--- src/design/u2u_pkg.sv ---
// Shared types and constants for the UTF-8 to UTF-16 transcoder.
`timescale 1ns / 1ps
package u2u_pkg;

  localparam int unsigned BYTE_W  = 8;
  localparam int unsigned UNIT_W  = 16;
  localparam int unsigned CP_W    = 21;
  localparam int unsigned DEPTH   = 4;
  localparam int unsigned PTR_W   = $clog2(DEPTH);
  localparam int unsigned CNT_W   = $clog2(DEPTH + 1);

  localparam logic [CP_W-1:0]   CP_MAX       = 21'h10FFFF;
  localparam logic [CP_W-1:0]   CP_SUPP_BASE = 21'h010000;
  localparam logic [CP_W-1:0]   CP_ONE_MAX   = 21'h00007F;
  localparam logic [CP_W-1:0]   CP_TWO_MAX   = 21'h0007FF;
  localparam logic [CP_W-1:0]   CP_BMP_MAX   = 21'h00FFFF;
  localparam logic [UNIT_W-1:0] SURR_MASK    = 16'hF800;
  localparam logic [UNIT_W-1:0] SURR_HI_BASE = 16'hD800;
  localparam logic [UNIT_W-1:0] SURR_LO_BASE = 16'hDC00;

  // One UTF-16 code unit with its flags
  typedef struct packed {
    logic [UNIT_W-1:0] code;
    logic              last;
    logic              bad;
  } unit_t;

  // Units produced by one accepted byte
  typedef struct packed {
    logic [1:0] n_units;
    unit_t      u0;
    unit_t      u1;
  } result_t;

endpackage

--- src/design/u2u_decode.sv ---
// Byte decoder: sequence state and per-byte code-unit generation.
`timescale 1ns / 1ps
module u2u_decode import u2u_pkg::*; (
  input  logic              clk_i,
  input  logic              rst_ni,
  input  logic              accept_i,
  input  logic [BYTE_W-1:0] byte_i,
  output result_t           res_o
);

  logic [CP_W-1:0] acc_q, acc_d;
  logic [1:0]      rem_q, rem_d;
  logic [2:0]      seq_q, seq_d;
  logic            disc_q, disc_d;

  logic [CP_W-1:0] acc_cat;
  logic [CP_W-1:0] supp;
  logic [2:0]      enc_len;
  logic            val_bad;

  // Gather the next six payload bits and check the finished code point
  always_comb begin
    acc_cat = {acc_q[CP_W-7:0], byte_i[5:0]};
    supp    = acc_cat - CP_SUPP_BASE;
    if (acc_cat <= CP_ONE_MAX) begin
      enc_len = 3'd1;
    end else if (acc_cat <= CP_TWO_MAX) begin
      enc_len = 3'd2;
    end else if (acc_cat <= CP_BMP_MAX) begin
      enc_len = 3'd3;
    end else begin
      enc_len = 3'd4;
    end
    val_bad = (enc_len != seq_q)
           || ((acc_cat < CP_BMP_MAX)
               && ((acc_cat[UNIT_W-1:0] & SURR_MASK) == SURR_HI_BASE))
           || (acc_cat > CP_MAX);
  end

  // Next state and results for one transaction
  always_comb begin
    logic rej;
    logic rej_end;
    rej     = 1'b0;
    rej_end = 1'b0;
    acc_d   = acc_q;
    rem_d   = rem_q;
    seq_d   = seq_q;
    disc_d  = disc_q;
    res_o   = '0;
    if (accept_i) begin
      if (disc_q) begin
        // drop bytes through the next NUL
        if (byte_i == '0) begin
          disc_d = 1'b0;
        end
      end else if (rem_q == 2'd0) begin
        case (byte_i) inside
          8'h00: begin
            res_o.n_units = 2'd1;
            res_o.u0.last = 1'b1;
          end
          8'b0???????: begin
            res_o.n_units = 2'd1;
            res_o.u0.code = {8'h00, byte_i};
          end
          8'b110?????: begin
            acc_d = {16'h0000, byte_i[4:0]};
            rem_d = 2'd1;
            seq_d = 3'd2;
          end
          8'b1110????: begin
            acc_d = {17'h00000, byte_i[3:0]};
            rem_d = 2'd2;
            seq_d = 3'd3;
          end
          8'b11110???: begin
            acc_d = {18'h00000, byte_i[2:0]};
            rem_d = 2'd3;
            seq_d = 3'd4;
          end
          default: begin
            rej = 1'b1;
          end
        endcase
      end else if (byte_i == '0) begin
        rej     = 1'b1;
        rej_end = 1'b1;
      end else if (byte_i[7:6] != 2'b10) begin
        rej = 1'b1;
      end else begin
        acc_d = acc_cat;
        rem_d = rem_q - 2'd1;
        if (rem_q == 2'd1) begin
          if (val_bad) begin
            rej = 1'b1;
          end else begin
            acc_d = '0;
            seq_d = '0;
            if (acc_cat <= CP_BMP_MAX) begin
              res_o.n_units = 2'd1;
              res_o.u0.code = acc_cat[UNIT_W-1:0];
            end else begin
              res_o.n_units = 2'd2;
              res_o.u0.code = SURR_HI_BASE | {6'h00, supp[19:10]};
              res_o.u1.code = SURR_LO_BASE | {6'h00, supp[9:0]};
            end
          end
        end
      end
      // Error terminator; skip the rest unless this byte ended the string
      if (rej) begin
        acc_d         = '0;
        rem_d         = '0;
        seq_d         = '0;
        disc_d        = !rej_end;
        res_o         = '0;
        res_o.n_units = 2'd1;
        res_o.u0.last = 1'b1;
        res_o.u0.bad  = 1'b1;
      end
    end
  end

  // Hold sequence state
  always_ff @(posedge clk_i or negedge rst_ni) begin
    if (!rst_ni) begin
      acc_q  <= '0;
      rem_q  <= '0;
      seq_q  <= '0;
      disc_q <= 1'b0;
    end else begin
      acc_q  <= acc_d;
      rem_q  <= rem_d;
      seq_q  <= seq_d;
      disc_q <= disc_d;
    end
  end

`ifndef SYNTHESIS
  a_disc_at_boundary: assert property (@(posedge clk_i) disable iff (!rst_ni)
    disc_q |-> (rem_q == 2'd0))
    else $error("discarding inside a sequence");
  a_len_tracks_rem: assert property (@(posedge clk_i) disable iff (!rst_ni)
    (rem_q != 2'd0) |-> (seq_q > {1'b0, rem_q}))
    else $error("sequence length below remaining count");
  a_pair_not_last: assert property (@(posedge clk_i) disable iff (!rst_ni)
    (res_o.n_units == 2'd2) |-> (!res_o.u0.last && !res_o.u1.last))
    else $error("surrogate pair flagged as terminator");
`endif

endmodule

--- src/design/u2u_out_fifo.sv ---
// Result queue: takes up to two code units per cycle, sends one per cycle while stall_i is low.
`timescale 1ns / 1ps
module u2u_out_fifo import u2u_pkg::*; (
  input  logic    clk_i,
  input  logic    rst_ni,
  input  result_t res_i,
  output logic    full_o,
  output logic    valid_o,
  input  logic    stall_i,
  output unit_t   unit_o
);

  unit_t            mem_q [DEPTH];
  logic [PTR_W-1:0] wr_q, wr_d;
  logic [PTR_W-1:0] rd_q, rd_d;
  logic [CNT_W-1:0] cnt_q, cnt_d;
  logic             pop;

  // Leave room for a surrogate pair before taking a new byte
  assign full_o  = cnt_q > CNT_W'(DEPTH - 2);
  assign valid_o = cnt_q != '0;
  assign unit_o  = mem_q[rd_q];
  assign pop     = valid_o && !stall_i;

  // Advance pointers and occupancy
  always_comb begin
    wr_d  = wr_q + PTR_W'(res_i.n_units);
    rd_d  = pop ? rd_q + PTR_W'(1) : rd_q;
    cnt_d = cnt_q + CNT_W'(res_i.n_units) - CNT_W'(pop);
  end

  always_ff @(posedge clk_i or negedge rst_ni) begin
    if (!rst_ni) begin
      wr_q  <= '0;
      rd_q  <= '0;
      cnt_q <= '0;
    end else begin
      wr_q  <= wr_d;
      rd_q  <= rd_d;
      cnt_q <= cnt_d;
    end
  end

  // Store incoming units
  always_ff @(posedge clk_i) begin
    if (res_i.n_units != 2'd0) begin
      mem_q[wr_q] <= res_i.u0;
    end
    if (res_i.n_units == 2'd2) begin
      mem_q[wr_q + PTR_W'(1)] <= res_i.u1;
    end
  end

`ifndef SYNTHESIS
  a_no_overflow: assert property (@(posedge clk_i) disable iff (!rst_ni)
    cnt_q <= CNT_W'(DEPTH))
    else $error("result queue overflow");
  a_push_has_room: assert property (@(posedge clk_i) disable iff (!rst_ni)
    (res_i.n_units != 2'd0) |-> !full_o)
    else $error("push into full result queue");
  a_count_step: assert property (@(posedge clk_i) disable iff (!rst_ni)
    (res_i.n_units == 2'd0 && pop) |=> (cnt_q == $past(cnt_q) - CNT_W'(1)))
    else $error("occupancy did not drop on pop");
`endif

endmodule

--- src/design/utf8_to_utf16_transcoder_unit.sv ---
// UTF-8 to UTF-16 transcoder top level.
// Output: the code units of an accepted byte are registered in the result queue before reaching code_unit_o.
// Throughput: one byte per cycle while in_stall_o is low; a surrogate pair leaves as two units,
//   so the four-entry result queue raises in_stall_o only when more than two units wait.
// Reset: rst_ni clears sequence state and empties the queue; no clearing pass.
`timescale 1ns / 1ps
module utf8_to_utf16_transcoder_unit import u2u_pkg::*; (
  input  logic              clk_i,
  input  logic              rst_ni,
  input  logic              in_valid_i,
  output logic              in_stall_o,
  input  logic [BYTE_W-1:0] in_byte_i,
  output logic              out_valid_o,
  input  logic              out_stall_i,
  output logic [UNIT_W-1:0] code_unit_o,
  output logic              is_last_o,
  output logic              bad_input_o
);

  logic    accept;
  logic    full;
  result_t res;
  unit_t   head;

  // Take a transaction when the queue has room for a pair
  assign in_stall_o = full;
  assign accept     = in_valid_i && !full;

  u2u_decode u_decode (
    .clk_i    (clk_i),
    .rst_ni   (rst_ni),
    .accept_i (accept),
    .byte_i   (in_byte_i),
    .res_o    (res)
  );

  u2u_out_fifo u_out_fifo (
    .clk_i   (clk_i),
    .rst_ni  (rst_ni),
    .res_i   (res),
    .full_o  (full),
    .valid_o (out_valid_o),
    .stall_i (out_stall_i),
    .unit_o  (head)
  );

  assign code_unit_o = head.code;
  assign is_last_o   = head.last;
  assign bad_input_o = head.bad;

endmodule
--- config.mk ---
export PLATFORM = sky130hd
export DESIGN_NAME = utf8_to_utf16_transcoder_unit
export DESIGN_NICKNAME = d
export VERILOG_FILES = /design/src/design/u2u_pkg.sv /design/src/design/u2u_decode.sv /design/src/design/u2u_out_fifo.sv /design/src/design/utf8_to_utf16_transcoder_unit.sv
export SDC_FILE = /design/constraint.sdc
export NUM_CORES = 1
export LEC_CHECK = 0
export ABC_AREA = 1
export BUFFER_PORTS_ARGS = -buffer_cell sky130_fd_sc_hd__buf_2
export CAP_MARGIN = 0
export CORE_ASPECT_RATIO = 2
export CORE_MARGIN = 3
export CORE_UTILIZATION = 24
export CTS_CLUSTER_DIAMETER = 80
export CTS_CLUSTER_SIZE = 16
export DETAILED_ROUTE_END_ITERATION = 10
export PLACE_DENSITY = 0.43
export SLEW_MARGIN = 20
export SYNTH_ARGS = -nofsm -noshare
export SYNTH_HDL_FRONTEND = slang
export SYNTH_SLANG_ARGS = --single-unit
--- constraint.sdc ---
create_clock -name clk_i -period 3.7 [get_ports clk_i]
set_input_delay 0.37 -clock clk_i [delete_from_list [all_inputs] [get_ports clk_i]]
set_output_delay 0.37 -clock clk_i [all_outputs]
set_load 0.03 [all_outputs]
# Word level (Yosys, flattened, before mapping)

Memories as Yosys holds them, arrays and structs flattened.
Index checks and enable logic that the tools add are counted.

Register bits: 28
RAM bits: 72
Memories: 1

Memories:

| name             | words | width | rd ports | clocked after memory_dff | wr ports | line               | text |
|---|---|---|---|---|---|---|---|
| u_out_fifo.mem_q | 4     | 18    | 1        | 0                        | 2        | u2u_out_fifo.sv:13 | `unit_t mem_q [DEPTH];` |

Reduce and logical (&&, ||, !) cells: 15
Add/sub/neg operators: 7
$lt $le $gt $ge: 6
Equal/unequal tests: 14
Multiplexer cells: 81

Operator list:

| kind                                                                    | number |
|---|---|
| 15-bit 2-to-1 mux                                                       | 12 |
| 16-bit 2-to-1 mux                                                       | 8 |
| 18-bit 2-to-1 mux                                                       | 6 |
| 38-bit 2-to-1 mux                                                       | 2 |
| 3-bit 2-to-1 mux                                                        | 15 |
| 1-bit 2-to-1 mux                                                        | 25 |
| 2-bit 2-to-1 mux                                                        | 11 |
| 21-bit greater-than comparator, second input constant                   | 1 |
| 21-bit by 11-bit <= comparator with 1-bit output, second input constant | 1 |
| 21-bit by 16-bit <= comparator with 1-bit output, second input constant | 1 |
| 21-bit by 7-bit <= comparator with 1-bit output, second input constant  | 1 |
| 21-bit by 16-bit < comparator with 1-bit output, second input constant  | 1 |
| 20-bit by 17-bit subtractor with 20-bit output, second input constant   | 1 |
| 19-bit 2-to-1 mux                                                       | 1 |
| 5-bit equality test, second input constant                              | 2 |
| 8-bit zero test                                                         | 1 |
| 8-bit AND reduction                                                     | 1 |
| 7-bit 2-to-1 mux                                                        | 1 |
| 2-bit != test, second input constant                                    | 3 |
| 3-bit != test, second input constant                                    | 2 |
| 6-bit AND reduction                                                     | 1 |
| 3-bit nonzero test                                                      | 2 |
| 5-bit != test, second input constant                                    | 1 |
| 2-bit by 1-bit adder with 2-bit output, second input constant           | 2 |
| other kinds (16)                                                        | 21 |

# Longest topological paths before layout

Gate-level depths: netlist of run 1.

Word-level depth: 19
Gate-level depth with buffers: 23
Depth with buffers taken out: 21

# Cells and area by module

A second synthesis of run 1 with hierarchy kept.

Cells, all modules: 907
Area, all modules: 6557.5 µm²

Modules (own cells, without submodules):

| module                        | cells an instance | times used | area an instance (µm²) |
|---|---|---|---|
| u2u_out_fifo                  | 531               | 1          | 4319.1 |
| u2u_decode                    | 374               | 1          | 2228.4 |
| utf8_to_utf16_transcoder_unit | 2                 | 1          | 10.0 |

# Worst setup path after synthesis of run 1

OpenSTA, ideal clock, no wires.

Kind: register -> register
Start point: register u_decode.acc_q[10]
End point: register u_out_fifo.cnt_q[2]
Arrival: 2.904 ns
Buffers on the path: 0
Clock period less this slack: 3.032 ns
Required time: 3.571 ns
Setup slack: 0.668 ns
Stages on the path, launching flop included: 20
Path through: dfrtp_1 inv_2 ha_1 nand2_1 nor2_2 nand2_1 nand2_1 nand2_1 nand3_1 nand2_1 nand2_1 nand3_2 o21bai_1 nand2_1 nand2_4 nand4_4 ha_1 fa_1 xnor2_1 xor2_1

Longest elaborated chain between the ends: 18
Elaborated cells on any way between the ends: 30
Classes of those cells: add/sub (2); order compare (5); eq/ne (1); mux (19); reduce/logical (3)

Ends and longest elaborated chain:

| item                                             | line                                | text |
|---|---|---|
| from (decl)                                      | u2u_decode.sv:11                    | `logic [CP_W-1:0] acc_q, acc_d;` |
| from (signal assigned)                           | u2u_decode.sv:128                   | `acc_q <= '0;` |
| from (signal assigned)                           | u2u_decode.sv:133                   | `acc_q <= acc_d;` |
| 21-bit by 16-bit <= comparator with 1-bit output | u2u_decode.sv:29, u2u_decode.sv:100 |  |
| 3-bit 2-to-1 mux                                 | u2u_decode.sv:29                    | `end else if (acc_cat <= CP_BMP_MAX) begin` |
| 3-bit 2-to-1 mux                                 | u2u_decode.sv:27                    | `end else if (acc_cat <= CP_TWO_MAX) begin` |
| 3-bit 2-to-1 mux                                 | u2u_decode.sv:25                    | `if (acc_cat <= CP_ONE_MAX) begin` |
| 3-bit != test                                    | u2u_decode.sv:34                    | `val_bad = (enc_len != seq_q)` |
| 1-bit logical OR                                 | u2u_decode.sv:35                    | `\|\| ((acc_cat < CP_BMP_MAX)` |
| 1-bit logical OR                                 | u2u_decode.sv:37                    | `\|\| (acc_cat > CP_MAX);` |
| 1-bit 2-to-1 mux                                 | u2u_decode.sv:95                    | `if (val_bad) begin` |
| [... 3 more ...]                                 | n/a                                 |  |
| 1-bit 2-to-1 mux                                 | u2u_decode.sv:57                    | `end else if (rem_q == 2'd0) begin` |
| 1-bit 2-to-1 mux                                 | u2u_decode.sv:52                    | `if (disc_q) begin` |
| 1-bit 2-to-1 mux                                 | u2u_decode.sv:51                    | `if (accept_i) begin` |
| 38-bit 2-to-1 mux (*)                            | u2u_decode.sv:112                   | `if (rej) begin` |
| 38-bit 2-to-1 mux (*)                            | u2u_decode.sv:51                    |  |
| 3-bit by 2-bit adder with 3-bit output (*)       | u2u_out_fifo.sv:29                  | `cnt_d = cnt_q + CNT_W'(res_i.n_units) - CNT_W'(pop);` |
| 3-bit by 1-bit subtractor with 3-bit output (*)  | u2u_out_fifo.sv:29                  |  |
| net u_out_fifo.cnt_d[2]                          | u2u_out_fifo.sv:16                  | `logic [CNT_W-1:0] cnt_q, cnt_d;` |
| to (signal assigned)                             | u2u_out_fifo.sv:40                  | `cnt_q <= cnt_d;` |
| to (decl)                                        | u2u_out_fifo.sv:16                  |  |

The timed path passes the listed nets; every way through them passes the cells marked *. The select of a mux whose other input is x is not followed.
A chain may end at the register's enable or synchronous reset.

# Final worst setup path of run 1

Same ends and word-level chain as after synthesis.

==> results of run 1 <==
## metrics by stage
step	hold WS [ns]	utilization	worst slack, ns	area, um2
6_report	0.07092	0.2844	0.2907	7033
4_1_cts	0.08330	0.2840	0.05969	7023
2_1_floorplan	0.07441	-	0.6676	6078
5_1_grt	0.1082	0.2844	0.03946	7033
3_3_place_gp	0.4520	0.2733	0.09810	6759
3_5_place_dp	0.4580	0.2733	0.07747	6759
## sequential cells by signal, summed over array words and instances (netlist names)
signal,count
u_decode.acc_q,15
u_decode.rem_q,2
u_out_fifo.cnt_q,3
u_out_fifo.rd_q,2
u_out_fifo.mem_q,72
u_decode.disc_q,1
u_decode.seq_q,3
u_out_fifo.wr_q,2
## power by group through the flow
stage | Clock, W | Combinational, W | Sequential (W)
2_1_floorplan | 0 | 0.00235 | 0.00159
3_3_place_gp | 0 | 0.00340 | 0.00172
3_5_place_dp | 0 | 0.00338 | 0.00172
4_1_cts | 0.000929 | 0.00340 | 0.00170
5_1_grt | 0.000961 | 0.00371 | 0.00173
6_report | 0.000902 | 0.00336 | 0.00169
## worst max-delay path: stages, from the launching register on
cell	delay (ns)
dfrtp_1	0.41
inv_2	0.17
ha_1	0.24
nand2_1	0.11
nor2_4	0.15
nand2_1	0.07
nand2_1	0.06
nand2_1	0.10
nand3_1	0.13
nand2_1	0.06
nand2_1	0.07
nand3_2	0.10
nor2_2	0.17
inv_2	0.08
nor2_4	0.14
nand4_4	0.16
ha_1	0.34
fa_1	0.44
xnor2_1	0.17
xor2_1	0.16
## cell families after synthesis
group | Yosys count | synth area share
simple gates | 381 | 0.2861
compound gates | 161 | 0.1484
buf+inv | 124 | 0.08913
flops | 100 | 0.4512
xor+xnor | 8 | 0.01153
fa+ha+maj | 6 | 0.01359
## worst max path at each step
| stage | to | slack (ns) | depth (start not counted) |
|---|---|---|---|
| final | u_out_fifo.cnt_q[2] | 0.29 | 19 |
| after global routing | u_out_fifo.cnt_q[2] | 0.04 | 21 |
| after CTS | u_out_fifo.mem_q[2][4] | 0.06 | 18 |
| after detailed placement | u_out_fifo.mem_q[2][16] | 0.08 | 18 |
| after global placement | u_out_fifo.mem_q[2][10] | 0.1 | 18 |
| after floorplan | u_out_fifo.cnt_q[2] | 0.67 | 19 |
## area by class of cell
cell class | instances | area share
Multi-Input combinational cell | 556 | 0.3987
Clock inverter | 4 | 0.003914
Inverter | 91 | 0.04892
Clock buffer | 12 | 0.03362
Sequential cell | 100 | 0.3900
Tap cell | 332 | 0.05906
Timing Repair Buffer | 67 | 0.06582
## routing by layer
metal | vias to the layer above | GRT usage | share of wire
met5 | - | 0 | 0
met4 | 0 | 0.09612 | 0.055
met3 | 36 | 0.02173 | 0.023
met2 | 112 | 0.3245 | 0.58
met1 | 2553 | 0.1550 | 0.35
li1 | 2697 | - | -
## layout by cell type (no fill, tap or decap), types with 7 or more instances in the layout
| master | instances |
|---|---|
| o21ai_0 | 83 |
| inv_2 | 10 |
| o21ai_1 | 7 |
| nand2_1 | 122 |
| edfxtp_1 | 60 |
| dfxtp_1 | 12 |
| buf_4 | 33 |
| clkbuf_16 | 9 |
| buf_2 | 31 |
| nor2_1 | 138 |
| nand3_1 | 60 |
| inv_1 | 76 |
| o22ai_1 | 22 |
| nand2_2 | 14 |
| a21oi_1 | 28 |
| dfrtp_1 | 28 |
| nand4_1 | 12 |
==> out/metrics.yaml, run 1 <==
run_status:
  outcome: "complete, no violations"
place:
  dp_hpwl_um: 17430
  dp.cells: 1146
  io_buffers: 31
  finalWeightedCongestion: 0.9127
critical_path:
  worstPathMaxFanout: 9
  r2r_end: "u_out_fifo.cnt_q[2]"
  required_ns: 3.99
  rrSetupSlack_ns: 0.29
  r2r-start: "u_decode.acc_q[10]"
  worst_setup_path_start_kind: "register"
  arrival_ns: 3.70
  critPathKind: "register to register"
  crit_start: "u_decode.acc_q[10]"
  reg2reg_depth: 19
  cp-end-kind: "register"
logic_synthesis:
  syn_inst: 780
  synth_area_um2: 6078
  synth_ff_type: "edfxtp_1"
  synth_largest_area_cell: "edfxtp_1"
  ys_types: 43
  synth_area_per_cell_um2: 7.793
  synth_edf_count: 60
  synth_seq_cells: 100
  synth.top_cells.by_count: "138 x nor2_1, 122 x nand2_1, 83 x o21ai_0, 76 x inv_1"
  synth_nets: 798
  synth.area.top_cells: "edfxtp_1 30%, dfrtp_1 12%, nor2_1 8.5%"
  synthArstFlopShare: 0.2800
  yosys_warnings: 0
  post-synth-top-count-cell: "nor2_1"
  yosysSeqAreaShare: 0.4512
  synth.top_cell.area_share: 0.2964
sta:
  hold_viol: 0
  max_freq_ghz: 0.2933
  fin_crit_sh: 0.9214
  grt_setup_unrepaired: "false"
  setup_tns_ns: 0
  setup_violations: 0
  clock-skew-final_ns: 0.01235
  slew_viol_final: 0
  relSlewSlack: 0.4644
  min_period_ns: 3.409
  worst_pin_slew_ns: 0.8034
floorplan:
  initial_core_util: 0.2458
  die_h_um: 231.1
  pin_count: 32
  die_area_um2: 27390
  num_rows: 81
  core_area_um2: 24730
  die_x_um: 118.5
cells_and_area:
  drive_gt1_frac: 0.1566
  final_cells: 1162
  layout.nets: 843
  multi_input_area_um2: 2804
  n_antenna_cell: 0
  fillerInstances: 2781
  regArea_um2: 2743
  synthToLayoutAreaGrowth_pct: 15.71
power_and_ir_drop:
  p_sw_w: 0.003092
  clkPwrFrac: 0.151
  ir_worst_vdd_mv: 0.2516
  leakage_nw: 2.922
  switching_share: 0.5191
  pwr-share-seq: 0.284
  p_per_area_nw_per_um2: 846.8
  comb_power_share: 0.564
  intPower_w: 0.002864
  total_power_w: 0.005956
detailed_routing:
  dr.pass1.iters: 5
  ant_nets: 0
  vias: 5398
  viasPerCell: 4.645
  wl_um: 21840
  wl_per_cell_um: 18.79
  drt_iter0_markers: 262
  post-route-drc-count: 0
clock_tree:
  cts_hold_buf: 0
  clkTransAtPathRegs_ns: 0.08
  cts_max_level: 3
  worstSkewPairLatency_ns: 0.37
  post_cts_resized: 0
  clock_path_buffers: 2
  cts.sinks: 100
  cts-buffers-inserted: 9
  cts_tree: "built"
  postCtsSetupBuffers: 0
  root_buffer: "clkbuf_16"
global_route:
  grt_max_degree: 38
  grt-ovfl-total: 0
  antenna_found_initial: 0
  first_global_vias: 5476
  grt.total_usage: 0.1632
  grt_pass1_wl_um: 33370
worst_hold_path:
  hold_path.class: "input port to asynchronous set/reset pin"
run:
  drv_cap: 0
(Power assumes the default switching activity.)
==> run 2, diff against run 1 <==
--- a/config.mk
+++ b/config.mk
@@ -6,5 +6,4 @@
 export NUM_CORES = 1
 export LEC_CHECK = 0
-export ABC_AREA = 1
 export BUFFER_PORTS_ARGS = -buffer_cell sky130_fd_sc_hd__buf_2
 export CAP_MARGIN = 0
==> constraint.sdc (replaced) <==
create_clock -name clk_i -period 3.7 [get_ports clk_i]
set_input_delay 0.74 -clock clk_i [delete_from_list [all_inputs] [get_ports clk_i]]
set_output_delay 0.74 -clock clk_i [all_outputs]
set_load 0.03 [all_outputs]
==> run 2 against run 1 <==
Net effect: wire length down 19%; combinational power fell by 20%; critical path depth decreased by 9; global-route usage is 1.9 points lower; largest power group unchanged; worst setup slack worse by 0.13 ns; largest cell class is now sequential cells; area after synthesis fell by 8.7%; first-iteration DRC count down 31%; highest routed layer unchanged; register-to-register slack worse by 0.13 ns; clock skew fell by 0.0044 ns; via count down 19%; utilization up 1.5 points; power shrank 12%.
==> out/metrics.yaml, run 2 <==
power_and_ir_drop:
  p_sw_w: 0.002315  # was 0.003092 W
  pwr-share-seq: 0.308  # was 0.284
  comb_power_share: 0.511  # was 0.564
  leakage_nw: 2.552  # was 2.922 nW
  total_power_w: 0.005237  # was 0.005956 W
  intPower_w: 0.002922  # was 0.002864 W
  p_per_area_nw_per_um2: 768.7  # was 846.8 nW/um2
  ir_worst_vdd_mv: 0.2689  # was 0.2516 mV
  clkPwrFrac: 0.181  # was 0.151
  switching_share: 0.4420  # was 0.5191
sta:
  min_period_ns: 3.541  # was 3.409 ns
  slew_viol_final: 0  # unchanged
  clock-skew-final_ns: 0.007959  # was 0.01235 ns
  setup_ws_ns: 0.1588  # was 0.2907 ns
  worst_pin_slew_ns: 0.7558  # was 0.8034 ns
  fin_crit_sh: 0.9571  # was 0.9214
  max_freq_ghz: 0.2824  # was 0.2933 GHz
  setup_violations: 0  # unchanged
  relSlewSlack: 0.4962  # was 0.4644
  hold_viol: 0  # unchanged
clock_tree:
  clkTransAtPathRegs_ns: 0.07  # was 0.08 ns
  postCtsSetupBuffers: 0  # unchanged
  cts-buffers-inserted: 9  # unchanged
  clock_path_buffers: 2  # unchanged
  worstSkewPairLatency_ns: 0.36  # was 0.37 ns
  cts.sinks: 100  # unchanged
  cts_max_level: 3  # unchanged
  root_buffer: "clkbuf_16"  # unchanged
  cts_tree: "built"  # unchanged
global_route:
  grt.total_usage: 0.1441  # was 0.1632
  first_global_vias: 4608  # was 5476
  antenna_found_initial: 0  # unchanged
  grt_pass1_wl_um: 27100  # was 33370 um
  grt_max_degree: 29  # was 38
  grt-ovfl-total: 0  # unchanged
logic_synthesis:
  post-synth-top-count-cell: "nand2_1"  # was nor2_1
  ys_types: 76  # was 43
  yosys_warnings: 0  # unchanged
  synth_ff_type: "edfxtp_1"  # unchanged
  synth_area_per_cell_um2: 10.90  # was 7.793 um2
  synth_area_um2: 5549  # was 6078 um2
  synthArstFlopShare: 0.2800  # unchanged
  synth_edf_count: 60  # unchanged
  synth_top_family_by_area: "compound AO/OA/AOI/OAI gates"  # was simple AND/OR/NAND/NOR gates
  synth_nets: 527  # was 798
  yosysSeqAreaShare: 0.4943  # was 0.4512
  synth_xor_area_frac: 0.01105  # was 0.01153
  synthAdderAreaFrac: 0.01488  # was 0.01359
  synth_largest_area_cell: "edfxtp_1"  # unchanged
  synth_seq_cells: 100  # unchanged
  synth.top_cell.area_share: 0.3247  # was 0.2964
  synthMuxAreaShare: 0.08884  # was 0
  synth_compound_area_frac: 0.1738  # was 0.1484
  syn_inst: 509  # was 780
  synth-simple-area-share: 0.1669  # was 0.2861
  synth.area.top_cells: "edfxtp_1 32%, dfrtp_1 13%, mux4_2 7.3%"  # was edfxtp_1 30%, dfrtp_1 12%, nor2_1 8.5%
  synth.top_cells.by_count: "69 x nand2_1, 60 x edfxtp_1, 44 x nor2_1, 28 x a22o_1, 28 x dfrtp_1"  # was 138 x nor2_1, 122 x nand2_1, 83 x o21ai_0, 76 x inv_1
place:
  dp_slack_ns: -0.1003  # was 0.07747 ns
  io_buffers: 31  # unchanged
  placed_area_um2: 6485  # was 6759 um2
  finalWeightedCongestion: 0.8641  # was 0.9127
  dp_hpwl_um: 14380  # was 17430 um
  dp.cells: 849  # was 1146
detailed_routing:
  ant_nets: 0  # unchanged
  viasPerCell: 5.049  # was 4.645
  dr.pass1.iters: 6  # was 5
  wl_per_cell_um: 20.41  # was 18.79 um
  vias: 4367  # was 5398
  drt_iter0_markers: 181  # was 262
  wl_um: 17650  # was 21840 um
  post-route-drc-count: 0  # unchanged
cells_and_area:
  n_antenna_cell: 0  # unchanged
  drive_gt1_frac: 0.2940  # was 0.1566
  largest_register_ffs: 72  # unchanged
  layout.nets: 598  # was 843
  utilization: 0.2996  # was 0.2844
  regArea_um2: 2743  # unchanged
  largest_register: "u_out_fifo.mem_q"  # unchanged
  layout_commonest_cell: "nand2_1"  # was nor2_1
  final_cell_mix: "69 x nand2_1, 60 x buf_4, 60 x edfxtp_1"  # was 138 x nor2_1, 122 x nand2_1, 83 x o21ai_0
  final_cells: 865  # was 1162
  fin_area_um2: 6813  # was 7033 um2
  multi_input_area_um2: 2605  # was 2804 um2
  reg.largest.list: "u_out_fifo.mem_q x72, u_decode.acc_q x15"  # unchanged
  synthToLayoutAreaGrowth_pct: 22.77  # was 15.71%
  fillerInstances: 2331  # was 2781
critical_path:
  worst_setup_path_start_kind: "register"  # unchanged
  cp-end-kind: "register"  # unchanged
  worstPathMaxFanout: 5  # was 9
  critPathKind: "register to register"  # unchanged
  required_ns: 3.91  # was 3.99 ns
  arrival_ns: 3.75  # was 3.70 ns
floorplan:
  num_rows: 78  # was 81
  initial_core_util: 0.2440  # was 0.2458
  pin_count: 32  # unchanged
  die_x_um: 113.5  # was 118.5 um
  core_area_um2: 22740  # was 24730 um2
  die_area_um2: 25090  # was 27390 um2
  die_h_um: 221.0  # was 231.1 um
run_status:
  outcome: "complete, no violations"  # unchanged
worst_hold_path:
  hold_path.class: "input port to asynchronous set/reset pin"  # unchanged
run:
  drv_cap: 0  # unchanged
[run 2: cell count changes after synthesis, sizes merged, moves of 28 or more]
cell / before / now
a22o: 0 / 28
nand3: 63 / 11
nor2: 151 / 45
nand2: 139 / 72
inv: 87 / 20
o21ai: 90 / 36
[run 2: power groups by stage]
stage                     sequential (W)  combinational (W)  clock (W)
after CTS                        0.00161            0.00268   0.000976
final                            0.00161            0.00268   0.000946
after floorplan                  0.00150            0.00186          0
after detailed placement         0.00163            0.00267          0
after global placement           0.00162            0.00265          0
after global routing             0.00164            0.00290    0.00102
[run 2: cells by family after synthesis]
logic type / count (synthesis)
simple gates: 183
fa+ha+maj: 6
xor+xnor: 7
buf+inv: 58
mux: 26
flops: 100
compound gates: 129
[run 2: area by class of cell]
class,count,share of cell area
sequential,100,0.4026
multi-input combinational,351,0.3824
timing repair buffer,98,0.1095
tap,280,0.05142
clock buffer,10,0.03361
inverter,20,0.01139
clock inverter,6,0.009183
[run 2: through the flow]
stage,setup TNS (ns),hold WS [ns]
floorplan,-0.01243,0.4371
global placement,-0.1483,0.4531
detailed placement,-0.7623,0.4668
CTS,0,0.4298
global route,-0.01137,0.4671
finish,0,0.4079
[run 2: worst paths after layout]
kind	slack, ns	cells after the start	end	startpoint
max	0.16	10	u_out_fifo.mem_q[1][7]	u_decode.acc_q[4]
min	0.41	1	u_decode.acc_q[6]	rst_ni
max reg2reg	0.16	10	u_out_fifo.mem_q[1][7]	u_decode.acc_q[4]
min reg2reg	0.47	2	u_out_fifo.mem_q[1][1]	u_out_fifo.mem_q[1][1]
max in group asynchronous	2.84	1	u_out_fifo.cnt_q[0]	rst_ni
min in group clk_i	0.47	2	u_out_fifo.mem_q[1][1]	u_out_fifo.mem_q[1][1]
[run 2: worst max-delay path, cell delays in order (launching register included)]
cell and delay (ns):
dfrtp_1 0.50, nand4_2 0.19, or4_4 0.58, mux2_4 0.32, o31a_1 0.32, o211a_4 0.29
buf_4 0.15, o41ai_2 0.43, nor3b_4 0.30, nand3_1 0.15, o21ai_1 0.16
[run 2: routing by layer]
metal  global-route usage  routed length [um]  share of wire  vias up
met3              0.02764                 536          0.030       49
met1               0.1330                5814           0.33     2172
met4              0.09394                1156          0.065        0
li1                     -                   -              -     2047
met5                    0                   0              0        -
met2               0.2754               10140           0.57       99
[run 2: timing repair]
| action | 4_1_cts | 5_1_grt |
|---|---|---|
| resized for setup | 0 | 7 |
| setup endpoints to repair | 0 | 84 |
| hold buffers | 0 | 0 |
